`src/design/xalu_pkg.sv`:
```
// Shared types and constants for the x86_alu_with_flags block.
// No dependencies.
`timescale 1ns / 1ps

package xalu_pkg;

  localparam int DataW = 16;
  localparam int FlagW = 12;

  localparam int CfPos = 0;
  localparam int PfPos = 2;
  localparam int AfPos = 4;
  localparam int ZfPos = 6;
  localparam int SfPos = 7;
  localparam int OfPos = 11;

  localparam logic [FlagW-1:0] CfBit      = 12'h001;
  localparam logic [FlagW-1:0] AfBit      = 12'h010;
  localparam logic [FlagW-1:0] OfBit      = 12'h800;
  localparam logic [FlagW-1:0] ArithMask  = 12'h8D5;
  localparam logic [FlagW-1:0] ArithNcMsk = 12'h8D4;
  localparam logic [FlagW-1:0] SzpMask    = 12'h0C4;

  localparam logic [7:0] DecHiLimit = 8'h99;
  localparam logic [7:0] DecLoStep  = 8'h06;
  localparam logic [7:0] DecHiStep  = 8'h60;

  typedef enum logic [3:0] {
    FnAdd = 4'd0,
    FnAdc = 4'd1,
    FnSub = 4'd2,
    FnSbb = 4'd3,
    FnAnd = 4'd4,
    FnOr  = 4'd5,
    FnXor = 4'd6,
    FnInc = 4'd7,
    FnDec = 4'd8,
    FnDaa = 4'd9,
    FnDas = 4'd10,
    FnAaa = 4'd11,
    FnAas = 4'd12
  } func_t;

  typedef struct packed {
    logic [3:0]       func;
    logic             wide;
    logic [DataW-1:0] operand_a;
    logic [DataW-1:0] operand_b;
    logic [FlagW-1:0] flags;
  } req_t;

endpackage

```
`src/design/x86_alu_with_flags.sv`:
```
// Top level of the 8086-style ALU with flags: request register, ALU
// logic, result register. Depends on xalu_pkg and xalu_core.
//
// Usage:
//   Request channel: drive func, wide, operand_a, operand_b and flags_in
//   and raise start. The request is taken at a rising edge with start high
//   and busy low. busy is high only while rst is high, so outside reset a
//   request is taken every cycle that start is high.
//   Result channel: done is high for exactly one cycle with result and
//   flags_out valid. The receiver takes the result at the edge that ends
//   that cycle and cannot stall it.
//   Pipeline: the request register, then the ALU into the result register;
//   done is registered together with the result, and the result is taken
//   at the edge that ends the done cycle.
//   Throughput: one request per cycle outside reset; results come out in request order.
//   Reset: rst drops requests in flight and clears done. There is no state
//   beyond the pipeline, so nothing needs to be cleared afterwards.
`timescale 1ns / 1ps

module x86_alu_with_flags import xalu_pkg::*; (
  input  logic             clk,
  input  logic             rst,
  input  logic             start,
  output logic             busy,
  input  logic [3:0]       func,
  input  logic             wide,
  input  logic [DataW-1:0] operand_a,
  input  logic [DataW-1:0] operand_b,
  input  logic [FlagW-1:0] flags_in,
  output logic             done,
  output logic [DataW-1:0] result,
  output logic [FlagW-1:0] flags_out
);

  req_t             req;
  logic             req_vld;
  logic [DataW-1:0] alu_res;
  logic [FlagW-1:0] alu_flags;

  assign busy = rst;

  always_ff @(posedge clk) begin
    if (rst) begin
      req_vld <= 1'b0;
      done    <= 1'b0;
    end else begin
      req_vld <= start;
      done    <= req_vld;
    end
  end

  always_ff @(posedge clk) begin
    if (start && !busy) begin
      req <= '{func: func, wide: wide, operand_a: operand_a,
               operand_b: operand_b, flags: flags_in};
    end
    if (req_vld) begin
      result    <= alu_res;
      flags_out <= alu_flags;
    end
  end

  xalu_core u_core (
    .req       (req),
    .res       (alu_res),
    .res_flags (alu_flags)
  );

endmodule

```
`src/design/xalu_core.sv`:
```
// Combinational 8086-style ALU: add/sub family, logic, inc/dec, decimal
// and ascii adjusts, with flag update. Depends on xalu_pkg.
`timescale 1ns / 1ps

module xalu_core import xalu_pkg::*; (
  input  req_t             req,
  output logic [DataW-1:0] res,
  output logic [FlagW-1:0] res_flags
);

  function automatic logic [FlagW-1:0] szp(logic [DataW-1:0] r, logic w);
    logic [FlagW-1:0] f;
    f = '0;
    f[PfPos] = ~^r[7:0];
    f[ZfPos] = (r == '0);
    f[SfPos] = w ? r[15] : r[7];
    return f;
  endfunction

  logic [DataW-1:0] msk;
  logic [DataW-1:0] am;
  logic [DataW-1:0] bm;
  logic [DataW-1:0] ab;
  logic             ac;
  logic             is_sub;
  logic             use_cin;
  logic             use_one;
  logic [DataW:0]   sum;
  logic [DataW-1:0] ar;
  logic             acarry;
  logic             a_msb;
  logic             b_msb;
  logic             r_msb;
  logic             aovf;
  logic [FlagW-1:0] aflags;
  logic [DataW-1:0] lr;
  logic [FlagW-1:0] lflags;
  logic             sub_adj;
  logic [7:0]       al;
  logic [7:0]       ah;
  logic             old_cf;
  logic             lo_adj;
  logic             hi_adj;
  logic [7:0]       al1;
  logic [7:0]       al2;
  logic             c1;
  logic             dcf;
  logic [FlagW-1:0] dflags;
  logic [7:0]       ah_n;
  logic [DataW-1:0] xr;
  logic [FlagW-1:0] xflags;

  always_comb begin
    msk     = req.wide ? 16'hFFFF : 16'h00FF;
    am      = req.operand_a & msk;
    bm      = req.operand_b & msk;
    is_sub  = (req.func == FnSub) || (req.func == FnSbb) || (req.func == FnDec);
    use_cin = (req.func == FnAdc) || (req.func == FnSbb);
    use_one = (req.func == FnInc) || (req.func == FnDec);
    ab      = use_one ? 16'd1 : bm;
    ac      = use_cin & req.flags[CfPos];
    if (is_sub) begin
      sum = {1'b0, am} - {1'b0, ab} - {16'd0, ac};
    end else begin
      sum = {1'b0, am} + {1'b0, ab} + {16'd0, ac};
    end
    ar     = sum[DataW-1:0] & msk;
    acarry = req.wide ? sum[16] : sum[8];
    a_msb  = req.wide ? am[15] : am[7];
    b_msb  = req.wide ? ab[15] : ab[7];
    r_msb  = req.wide ? ar[15] : ar[7];
    aovf   = is_sub ? ((a_msb ^ b_msb) & (a_msb ^ r_msb))
                    : (~(a_msb ^ b_msb) & (a_msb ^ r_msb));
    aflags = (req.flags & ~(use_one ? ArithNcMsk : ArithMask)) | szp(ar, req.wide);
    if (!use_one) begin
      aflags[CfPos] = acarry;
    end
    aflags[OfPos] = aovf;
    aflags[AfPos] = am[4] ^ ab[4] ^ ar[4];
  end

  always_comb begin
    case (func_t'(req.func))
      FnAnd:   lr = am & bm;
      FnOr:    lr = am | bm;
      default: lr = am ^ bm;
    endcase
    lflags = (req.flags & ~(SzpMask | CfBit | AfBit | OfBit)) | szp(lr, req.wide);
  end

  always_comb begin
    sub_adj = (req.func == FnDas) || (req.func == FnAas);
    al      = req.operand_a[7:0];
    ah      = req.operand_a[15:8];
    old_cf  = req.flags[CfPos];
    lo_adj  = req.flags[AfPos] || (al[3:0] > 4'd9);
    hi_adj  = (al > DecHiLimit) || old_cf;
    al1     = al;
    c1      = 1'b0;
    dcf     = 1'b0;
    if (lo_adj) begin
      al1 = sub_adj ? (al - DecLoStep) : (al + DecLoStep);
      c1  = sub_adj ? (al < DecLoStep) : (al > 8'hF9);
      dcf = old_cf || c1;
    end
    al2 = al1;
    if (hi_adj) begin
      al2 = sub_adj ? (al1 - DecHiStep) : (al1 + DecHiStep);
      dcf = 1'b1;
    end else if (!sub_adj) begin
      dcf = 1'b0;
    end
    dflags = (req.flags & ~(CfBit | AfBit | SzpMask)) | szp({8'd0, al2}, 1'b0);
    dflags[CfPos] = dcf;
    dflags[AfPos] = lo_adj;

    ah_n   = sub_adj ? (ah - 8'd1) : (ah + 8'd1);
    xflags = req.flags;
    if (lo_adj) begin
      xr = {ah_n, 4'd0, al1[3:0]};
      xflags[CfPos] = 1'b1;
      xflags[AfPos] = 1'b1;
    end else begin
      xr = {ah, 4'd0, al[3:0]};
      xflags[CfPos] = 1'b0;
      xflags[AfPos] = 1'b0;
    end
  end

  always_comb begin
    case (func_t'(req.func))
      FnAdd, FnAdc, FnSub, FnSbb, FnInc, FnDec: begin
        res       = ar;
        res_flags = aflags;
      end
      FnAnd, FnOr, FnXor: begin
        res       = lr;
        res_flags = lflags;
      end
      FnDaa, FnDas: begin
        res       = {8'd0, al2};
        res_flags = dflags;
      end
      FnAaa, FnAas: begin
        res       = xr;
        res_flags = xflags;
      end
      default: begin
        res       = '0;
        res_flags = req.flags;
      end
    endcase
  end

endmodule

```
`config.mk`:
```
export PLATFORM = sky130hd
export DESIGN_NAME = x86_alu_with_flags
export DESIGN_NICKNAME = d
export VERILOG_FILES = /design/src/design/xalu_pkg.sv /design/src/design/x86_alu_with_flags.sv /design/src/design/xalu_core.sv
export SDC_FILE = /design/constraint.sdc
export NUM_CORES = 1
export LEC_CHECK = 0
export BUFFER_PORTS_ARGS = -buffer_cell sky130_fd_sc_hd__buf_2
export CORE_MARGIN = 1
export CORE_UTILIZATION = 60
export CTS_CLUSTER_DIAMETER = 60
export DETAILED_ROUTE_END_ITERATION = 16
export PLACE_DENSITY_LB_ADDON = 0.2
export SETUP_SLACK_MARGIN = 0.5
export SYNTH_ARGS = -nofsm -noshare
export SYNTH_HDL_FRONTEND = slang
export SYNTH_HIERARCHICAL = 1
export SYNTH_SLANG_ARGS = --single-unit
```
`constraint.sdc`:
```
create_clock -name clk -period 5.5 [get_ports clk]
set_clock_uncertainty 0.1 [all_clocks]
set_input_delay 1.375 -clock clk [delete_from_list [all_inputs] [get_ports clk]]
set_output_delay 1.375 -clock clk [all_outputs]
set_load 0.1 [all_outputs]
```
==> run summary, run 1 <==
The number of flops mapped to enable cells by yosys is 77. The clock net in this run drives a total of 79 sinks. The cell internal power dissipation came out at 1.50 mW. After clock tree synthesis, the clock-pin slew on the worst setup and hold paths is 0.06 ns. The initial cell density of the core came out at 61.9%. The top fanout value on the critical path is 14. The post-layout minimum cycle time came out at 4.72 ns. In this run the deepest clock path goes through 2 buffers. The gate count of the mapped netlist is 768. The violation count after the first detailed-routing iteration came out at 538. The total nets after synthesis came out at 923. The number of diodes added for antenna fixing came out at 0. The final setup TNS is 0 ns. The critical path goes through nor4b_4 -> a31o_4 -> nor2_1 -> ha_1 -> inv_1 -> ha_1 -> nor4b_4 -> a2111oi_2 -> nor3_1 -> nor3_1 -> a31oi_2 -> ha_1 -> nand4_1 -> or3_1 -> a221oi_1 -> nand4_1 -> o31ai_1. The total number of placement rows is 39.

In the layout the commonest cells are ha_1 (97), inv_1 (83), buf_2 (81), edfxtp_1 (77), nor2_1 (70). STA puts the critical path data arrival time at 4.80 ns. In this design, the stage delay of the slowest critical-path cell is 0.54 ns. The flow ran to the end, but the final reports show violations. The final reports fail on DRC. Combinational cells account for 43.2% of the total power. The maximum resistive drop on vdd came out at 0.000260 V.

The synthesized design contains 79 register bits. The number of setup violations in the final report is 0. Dividing the detail-routed via count by the number of cells gives 6.22. The die is 111 microns wide.

The number of buffers inserted by port buffering came out at 81. The worst setup path is of the reg -> reg kind. The kind of cell with the highest combined delay along the critical path is simple AND/OR/NAND/NOR gates. Entering global routing, the biggest net connects 50 pins.

The buffer and inverter count on the worst path came out at 1. The async set-or-reset flop fraction in the synthesized netlist is 0%. The final max-slew violation count came out at 0.

The total via count in the routed design is 6161. The global-route total usage across every layer is 32.5%. Dividing the synthesized area by the synthesized cell count gives 9.28 sq um. For this run, the top clock speed supported by timing is 212 MHz. The overall die area is 12300 sq um. The height of the die came out at 111 microns. Among the stages of the critical path, the cell type that occurs most often is ha_1. The type of the worst min-delay path is reg -> reg. The most frequently used flop master after synthesis is edfxtp_1. The global-route congestion overflow total is 0. The count of hold-fix buffers inserted at cts came out at 0. The switching power summed over all nets is 1.00 mW. The total count of hold-check failures in the final report is 0. Setup repair after global routing left no endpoint under its margin. At the pin with the least slew margin, the transition time is 1.23 ns. Headroom to the max-slew limit came out at 17.9%. TritonCTS built the clock tree. The share of total power consumed by net switching is 39.9%. The tree is rooted in a clkbuf_16. Power spread over the standard cell area amounts to 311 nW/um^2. The count of synthesis-stage warnings from yosys came out at 6. Of the total power, the clock network draws 26.5%. The final-stage net count is 998. The overall routed net length is 19700 microns. The number of buffers inserted during clock tree synthesis is 9. For this run, design rule violations remaining after detail routing come to 4. The first-pass GRT wire length is 30600 microns. The part of the cycle the worst path needs is 85.8%. The number of max-cap violations is 0. The ratio of cells with drive above 1 in the final layout is 16.0%. The final routed wire length divided by cell count is 19.9 microns. The detail route stage leaves a number of antenna-violating nets equal to 0. After synthesis, flip-flops and latches occupy 33.0% of the total area. The detailed-router iteration count before antenna repair is 12.

The overall power after layout came out at 2.50 mW. The required arrival time at the worst endpoint came out at 5.58 ns. The initial antenna violation count is 0. The clock reaches the later pin of the worst-skew pair after 0.35 ns.

The H-tree was split into 3 levels. The kind of start point of the critical path is a register. In this run the standard cell core region covers 11500 sq um. From synthesis to final layout, the design area changed by 13.0%. Summed over all cells, the static leakage comes to 3.54 nW. The sequential share of power came out at 30.3%. The post-detailed-placement half-perimeter wirelength came out at 15000 microns. The library cell used most frequently in the layout, excluding fill and tap cells, is ha_1.

The number of placed I/O pins is 82. The slowest stage cell on the critical path is edfxtp_1. The worst setup path is captured at a register. The via count of the first global-routing pass was 5917. The weighted congestion reported at the end of routability-driven placement came out at 0.941. In this run, distinct cell masters in the synthesized netlist total 73. The area of the mapped netlist came out at 7130 sq um.
==> cells by family (layout without fill, tap and decap cells) <==
family	Yosys count	in the layout	synth area share, %
AND/OR/NAND/NOR	223	223	15.7
flip-flops	79	79	33.0
buffers and inverters	116	196	6.62
multiplexers	17	17	2.40
XOR/XNOR	49	49	6.02
AO/OA/AOI/OAI	181	181	17.5
adder cells (fa/ha/maj)	103	103	18.7
==> what timing repair did <==
item,4_1_cts,5_1_grt
buffers inserted,0,8
cloned,0,0
pin swaps,0,1
hold endpoints to repair,0,0
setup endpoints to repair,1,2
resized for setup,2,8
==> path summary, 6_finish.rpt <==
| check | from | end | slack (ns) | depth (start not counted) |
|---|---|---|---|---|
| worst max-delay path | req[46] | flags_out[6] | 0.78 | 17 |
| worst min-delay path | req[3] | flags_out[3] | 0.32 | 0 |
| worst max register to register | req[46] | flags_out[6] | 0.78 | 17 |
| worst min register to register | req[3] | flags_out[3] | 0.32 | 0 |
==> synth_stat cells (all sizes together) (10+ instances only) <==
cell type,n,area share (%)
mux2i,16,2.2
nor2,71,3.7
clkbuf,20,1.1
nand2,55,2.9
a21oi,52,3.7
a211oi,14,1.5
nand3,13,0.91
xnor2,37,4.5
xor2,12,1.5
nor3,17,1.2
ha,97,17
buf,12,1.1
inv,84,4.4
o21ai,37,2.7
edfxtp,77,32
nor2b,10,0.88
==> worst register-to-register path, cell delays in order, from the launching register on <==
cell	delay, ns
edfxtp_1	0.54
nor4b_4	0.41
a31o_4	0.26
nor2_1	0.10
ha_1	0.40
inv_1	0.12
ha_1	0.32
nor4b_4	0.42
a2111oi_2	0.14
nor3_1	0.17
nor3_1	0.08
a31oi_2	0.26
ha_1	0.19
nand4_1	0.08
or3_1	0.36
a221oi_1	0.23
nand4_1	0.13
o31ai_1	0.25
==> stage by stage <==
step | instance area (sq um) | setup WS (ns) | instances | utilization, % | hold slack [ns]
2_1_floorplan | 7130 | 0.871 | 768 | - | 0.390
3_3_place_gp | 7620 | 0.623 | 967 | 66.1 | 0.304
3_5_place_dp | 7620 | 0.420 | 967 | 66.1 | 0.308
4_1_cts | 7960 | 0.582 | 983 | 69.1 | 0.327
5_1_grt | 8060 | 0.462 | 991 | 70.0 | 0.328
6_report | 8060 | 0.780 | 991 | 70.0 | 0.322
==> power by group through the flow <==
stage / sequential (mW) / clock (mW) / combinational (mW)
2_1_floorplan: 0.924 / 0 / 0.649
3_3_place_gp: 0.770 / 0 / 1.02
3_5_place_dp: 0.771 / 0 / 1.04
4_1_cts: 0.759 / 0.674 / 1.04
5_1_grt: 0.763 / 0.699 / 1.16
6_report: 0.759 / 0.665 / 1.08
==> registers in the layout, indices dropped and copies added (netlist names) <==
| register | flops |
|---|---|
| result | 16 |
| req_vld | 1 |
| req | 49 |
| flags_out | 12 |
| done | 1 |
==> metal layers <==
layer / GRT usage (%) / vias to the layer above / routed length [microns] / share of wire [%]
met2: 49.9 / 315 / 8600 / 44
met4: 11.1 / 0 / 478 / 2.4
li1: - / 2907 / - / -
met5: 0 / - / 0 / 0
met3: 6.34 / 41 / 1760 / 8.9
met1: 45.9 / 2898 / 8900 / 45
==> layout make-up <==
cell class / instances / area [sq um]
clock inverter: 7 / 103
sequential: 79 / 2350
tap: 143 / 179
multi-input combinational: 573 / 4360
clock buffer: 9 / 225
fill: 909 / 3460
timing repair buffer: 96 / 522
inverter: 84 / 315
Power figures use the tool's default switching activity.
==> run 2: changes to the inputs <==
RECOVER_POWER = 25   (was default)
==> run summary, run 2 (same netlist as run 1, synthesis figures left out) <==
The total number of placement rows is 39. The violation count after the first detailed-routing iteration came out at 599. The final max-slew violation count is 30. The library cell used as clock root buffer is clkbuf_16. The largest individual stage delay along the critical path comes from the cell edfxtp_1. The number of cells on the critical path came out at 17. Global routing used 32.5% of the available tracks. The count of nets left with antenna violations once routing finished came out at 0. The final setup TNS came out at 0 ns. The die is 111 microns tall. The number of buffers inserted during clock tree synthesis came out at 9.

For this run, the share of the core covered by cells in the final layout is 69.9%. In the final layout, the registers with the most flip-flops are req (49), result (16), flags_out (12). The largest buffer count on any clock path is 2. After detailed routing, the number of vias per cell comes to 6.24. The overall routed net length is 19800 microns.

The power density relative to cell area came out at 311 nW/um^2. The initial antenna violation count came to 0. The number of buffers inserted by port buffering came out at 81. Broken down by cell family, the worst path's largest delay share belongs to simple AND/OR/NAND/NOR gates. The worst setup path is captured at a register. The detailed-route DRC error count came out at 4. TritonCTS built the clock tree. In the layout the commonest cells are ha_1 (97), inv_1 (83), buf_2 (81), edfxtp_1 (77), nor2_1 (70).

After clock tree synthesis, the clock-pin slew on the worst setup and hold paths is 0.06 ns. The initial cell density of the core is 61.9%. The final instance count without filler cells came out at 991. The top fanout value on the critical path came out at 14.

Walking the worst path, the cells encountered are nor4b_4 -> a31o_4 -> nor2_1 -> ha_1 -> inv_1 -> ha_1 -> nor4b_4 -> a2111oi_2 -> nor3_1 -> nor3_1 -> a31oi_2 -> ha_1 -> nand4_1 -> or3_1 -> a221oi_1 -> nand4_1 -> o31ai_1. Entering global routing, the biggest net connects 50 pins. STA classifies the critical path startpoint as a register.

The tool flagged a number of max-cap violations equal to 1. The x dimension of the die is 111 microns. The worst pin sits at a relative slew slack of -28.7%. The number of cells on the worst hold path is 0. The detailed-router iteration count before antenna repair came out at 13.

The clock network latency to the later pin of the worst-skew pair came out at 0.35 ns. The cell count of the worst reg-to-reg path came out at 17. The weighted congestion reported at the end of routability-driven placement is 0.941.

Relative to the synthesized area, the layout overhead comes to 13.0%. The first-pass GRT wire length is 30600 microns. The critical path arrival is 4.81 ns. The number of diodes added for antenna fixing is 0. The overall die area is 12300 sq um. Dividing the detail-routed wire length by the instance count gives 19.9 microns. Setup repair after global routing left no endpoint under its margin.

At the worst endpoint, the required time is 5.58 ns. The min-delay analysis places its worst path in the category reg -> reg. The library cell used most frequently in the layout, excluding fill and tap cells, is ha_1. The global-route congestion overflow total came out at 0. The total via count in the routed design is 6185. The checks that failed: DRC, capacitance limit, slew limit. The cell repeated most along the worst path is ha_1.

The register with the highest flop count is req. The total count of hold-check failures in the final report is 0. The number of setup violations in the final report is 0. The maximum resistive drop on vdd came out at 0.000264 V. The placeable core area came out at 11500 sq um. The worst hold-check slack is 0.322 ns. For this design the top-level I/O count stands at 82. The actual slew at the worst max-slew pin is 1.93 ns. For this run, the slowest stage of the critical path takes 0.54 ns.

The buffer and inverter count on the worst path came out at 1. The final-stage net count came out at 998. The flow ran to the end, but the final reports show violations. Summed over all cells, the static leakage comes to 3.54 nW. The flip-flop count of the largest register after layout came out at 49. The H-tree level count came out at 3. The post-layout minimum cycle time is 4.73 ns. The via count of the first global-routing pass came out at 5917.

The post-detailed-placement half-perimeter wirelength is 15000 microns. The post-route netlist has 15.9% of its cells at a drive strength greater than 1. The part of the cycle the worst path needs is 86.0%. The top achievable clock speed is 211 MHz. The category of the critical setup timing path is reg -> reg. Counting tap cells, the placed design contains a total of 967 instances. The number of sinks driven by the clock tree is 79.
==> run 2: cell count changes in the layout (fill, tap and decap cells not counted), sizes merged <==
cell and delta:
clkbuf +1, buf -1
==> run 2: power breakdown <==
group          total, mW  leakage [nW]  internal [mW]  switching, mW
Combinational       1.08          2.66          0.377          0.705
Clock              0.668         0.150          0.402          0.265
Sequential         0.759         0.727          0.726         0.0332
Total               2.51          3.54           1.50           1.00
==> run 2: worst reg2reg max path: stages, from the launching register on <==
cell and delay [ns]:
edfxtp_1 0.54, nor4b_4 0.41, a31o_4 0.27, nor2_1 0.10, ha_1 0.40, inv_1 0.12
ha_1 0.32, nor4b_4 0.42, a2111oi_2 0.14, nor3_1 0.17, nor3_1 0.08, a31oi_2 0.25
ha_1 0.19, nand4_1 0.08, or3_1 0.36, a221oi_1 0.22, nand4_1 0.14, o31ai_1 0.25
==> run 2: timing repair <==
item	4_1_cts	5_1_grt
hold buffers	0	0
setup buffers	0	8
gates resized for setup	2	8
setup endpoints to repair	1	2
pin swaps	0	1
==> run 2: worst paths after layout <==
path / start / end / slack [ns]
max reg2reg: req[46] / flags_out[6] / 0.77
min reg2reg: req[3] / flags_out[3] / 0.32
min: req[3] / flags_out[3] / 0.32
max: req[46] / flags_out[6] / 0.77
==> run 2: final cells by class <==
cell class	count	area, sq um
clock buffer	9	225
clock inverter	7	103
fill	911	3460
inverter	84	315
multi-input combinational	573	4360
sequential	79	2350
tap	143	179
timing repair buffer	96	518
==> run 2: per-layer routing <==
layer	global-route usage, %	wire length (microns)	share of wire [%]	vias to the layer above
li1	-	-	-	2906
met1	45.9	9150	46	2946
met2	49.9	8660	44	302
met3	6.34	1580	8.0	31
met4	11.1	372	1.9	0
met5	0	0	0	-
==> run 2: per-stage QoR <==
step / total power, mW / area (sq um) / setup WS (ns)
after floorplan: 1.57 / 7130 / 0.871
after global placement: 1.79 / 7620 / 0.623
after detailed placement: 1.81 / 7620 / 0.420
after CTS: 2.48 / 7960 / 0.582
after global routing: 2.62 / 8050 / 0.462
final: 2.51 / 8050 / 0.771
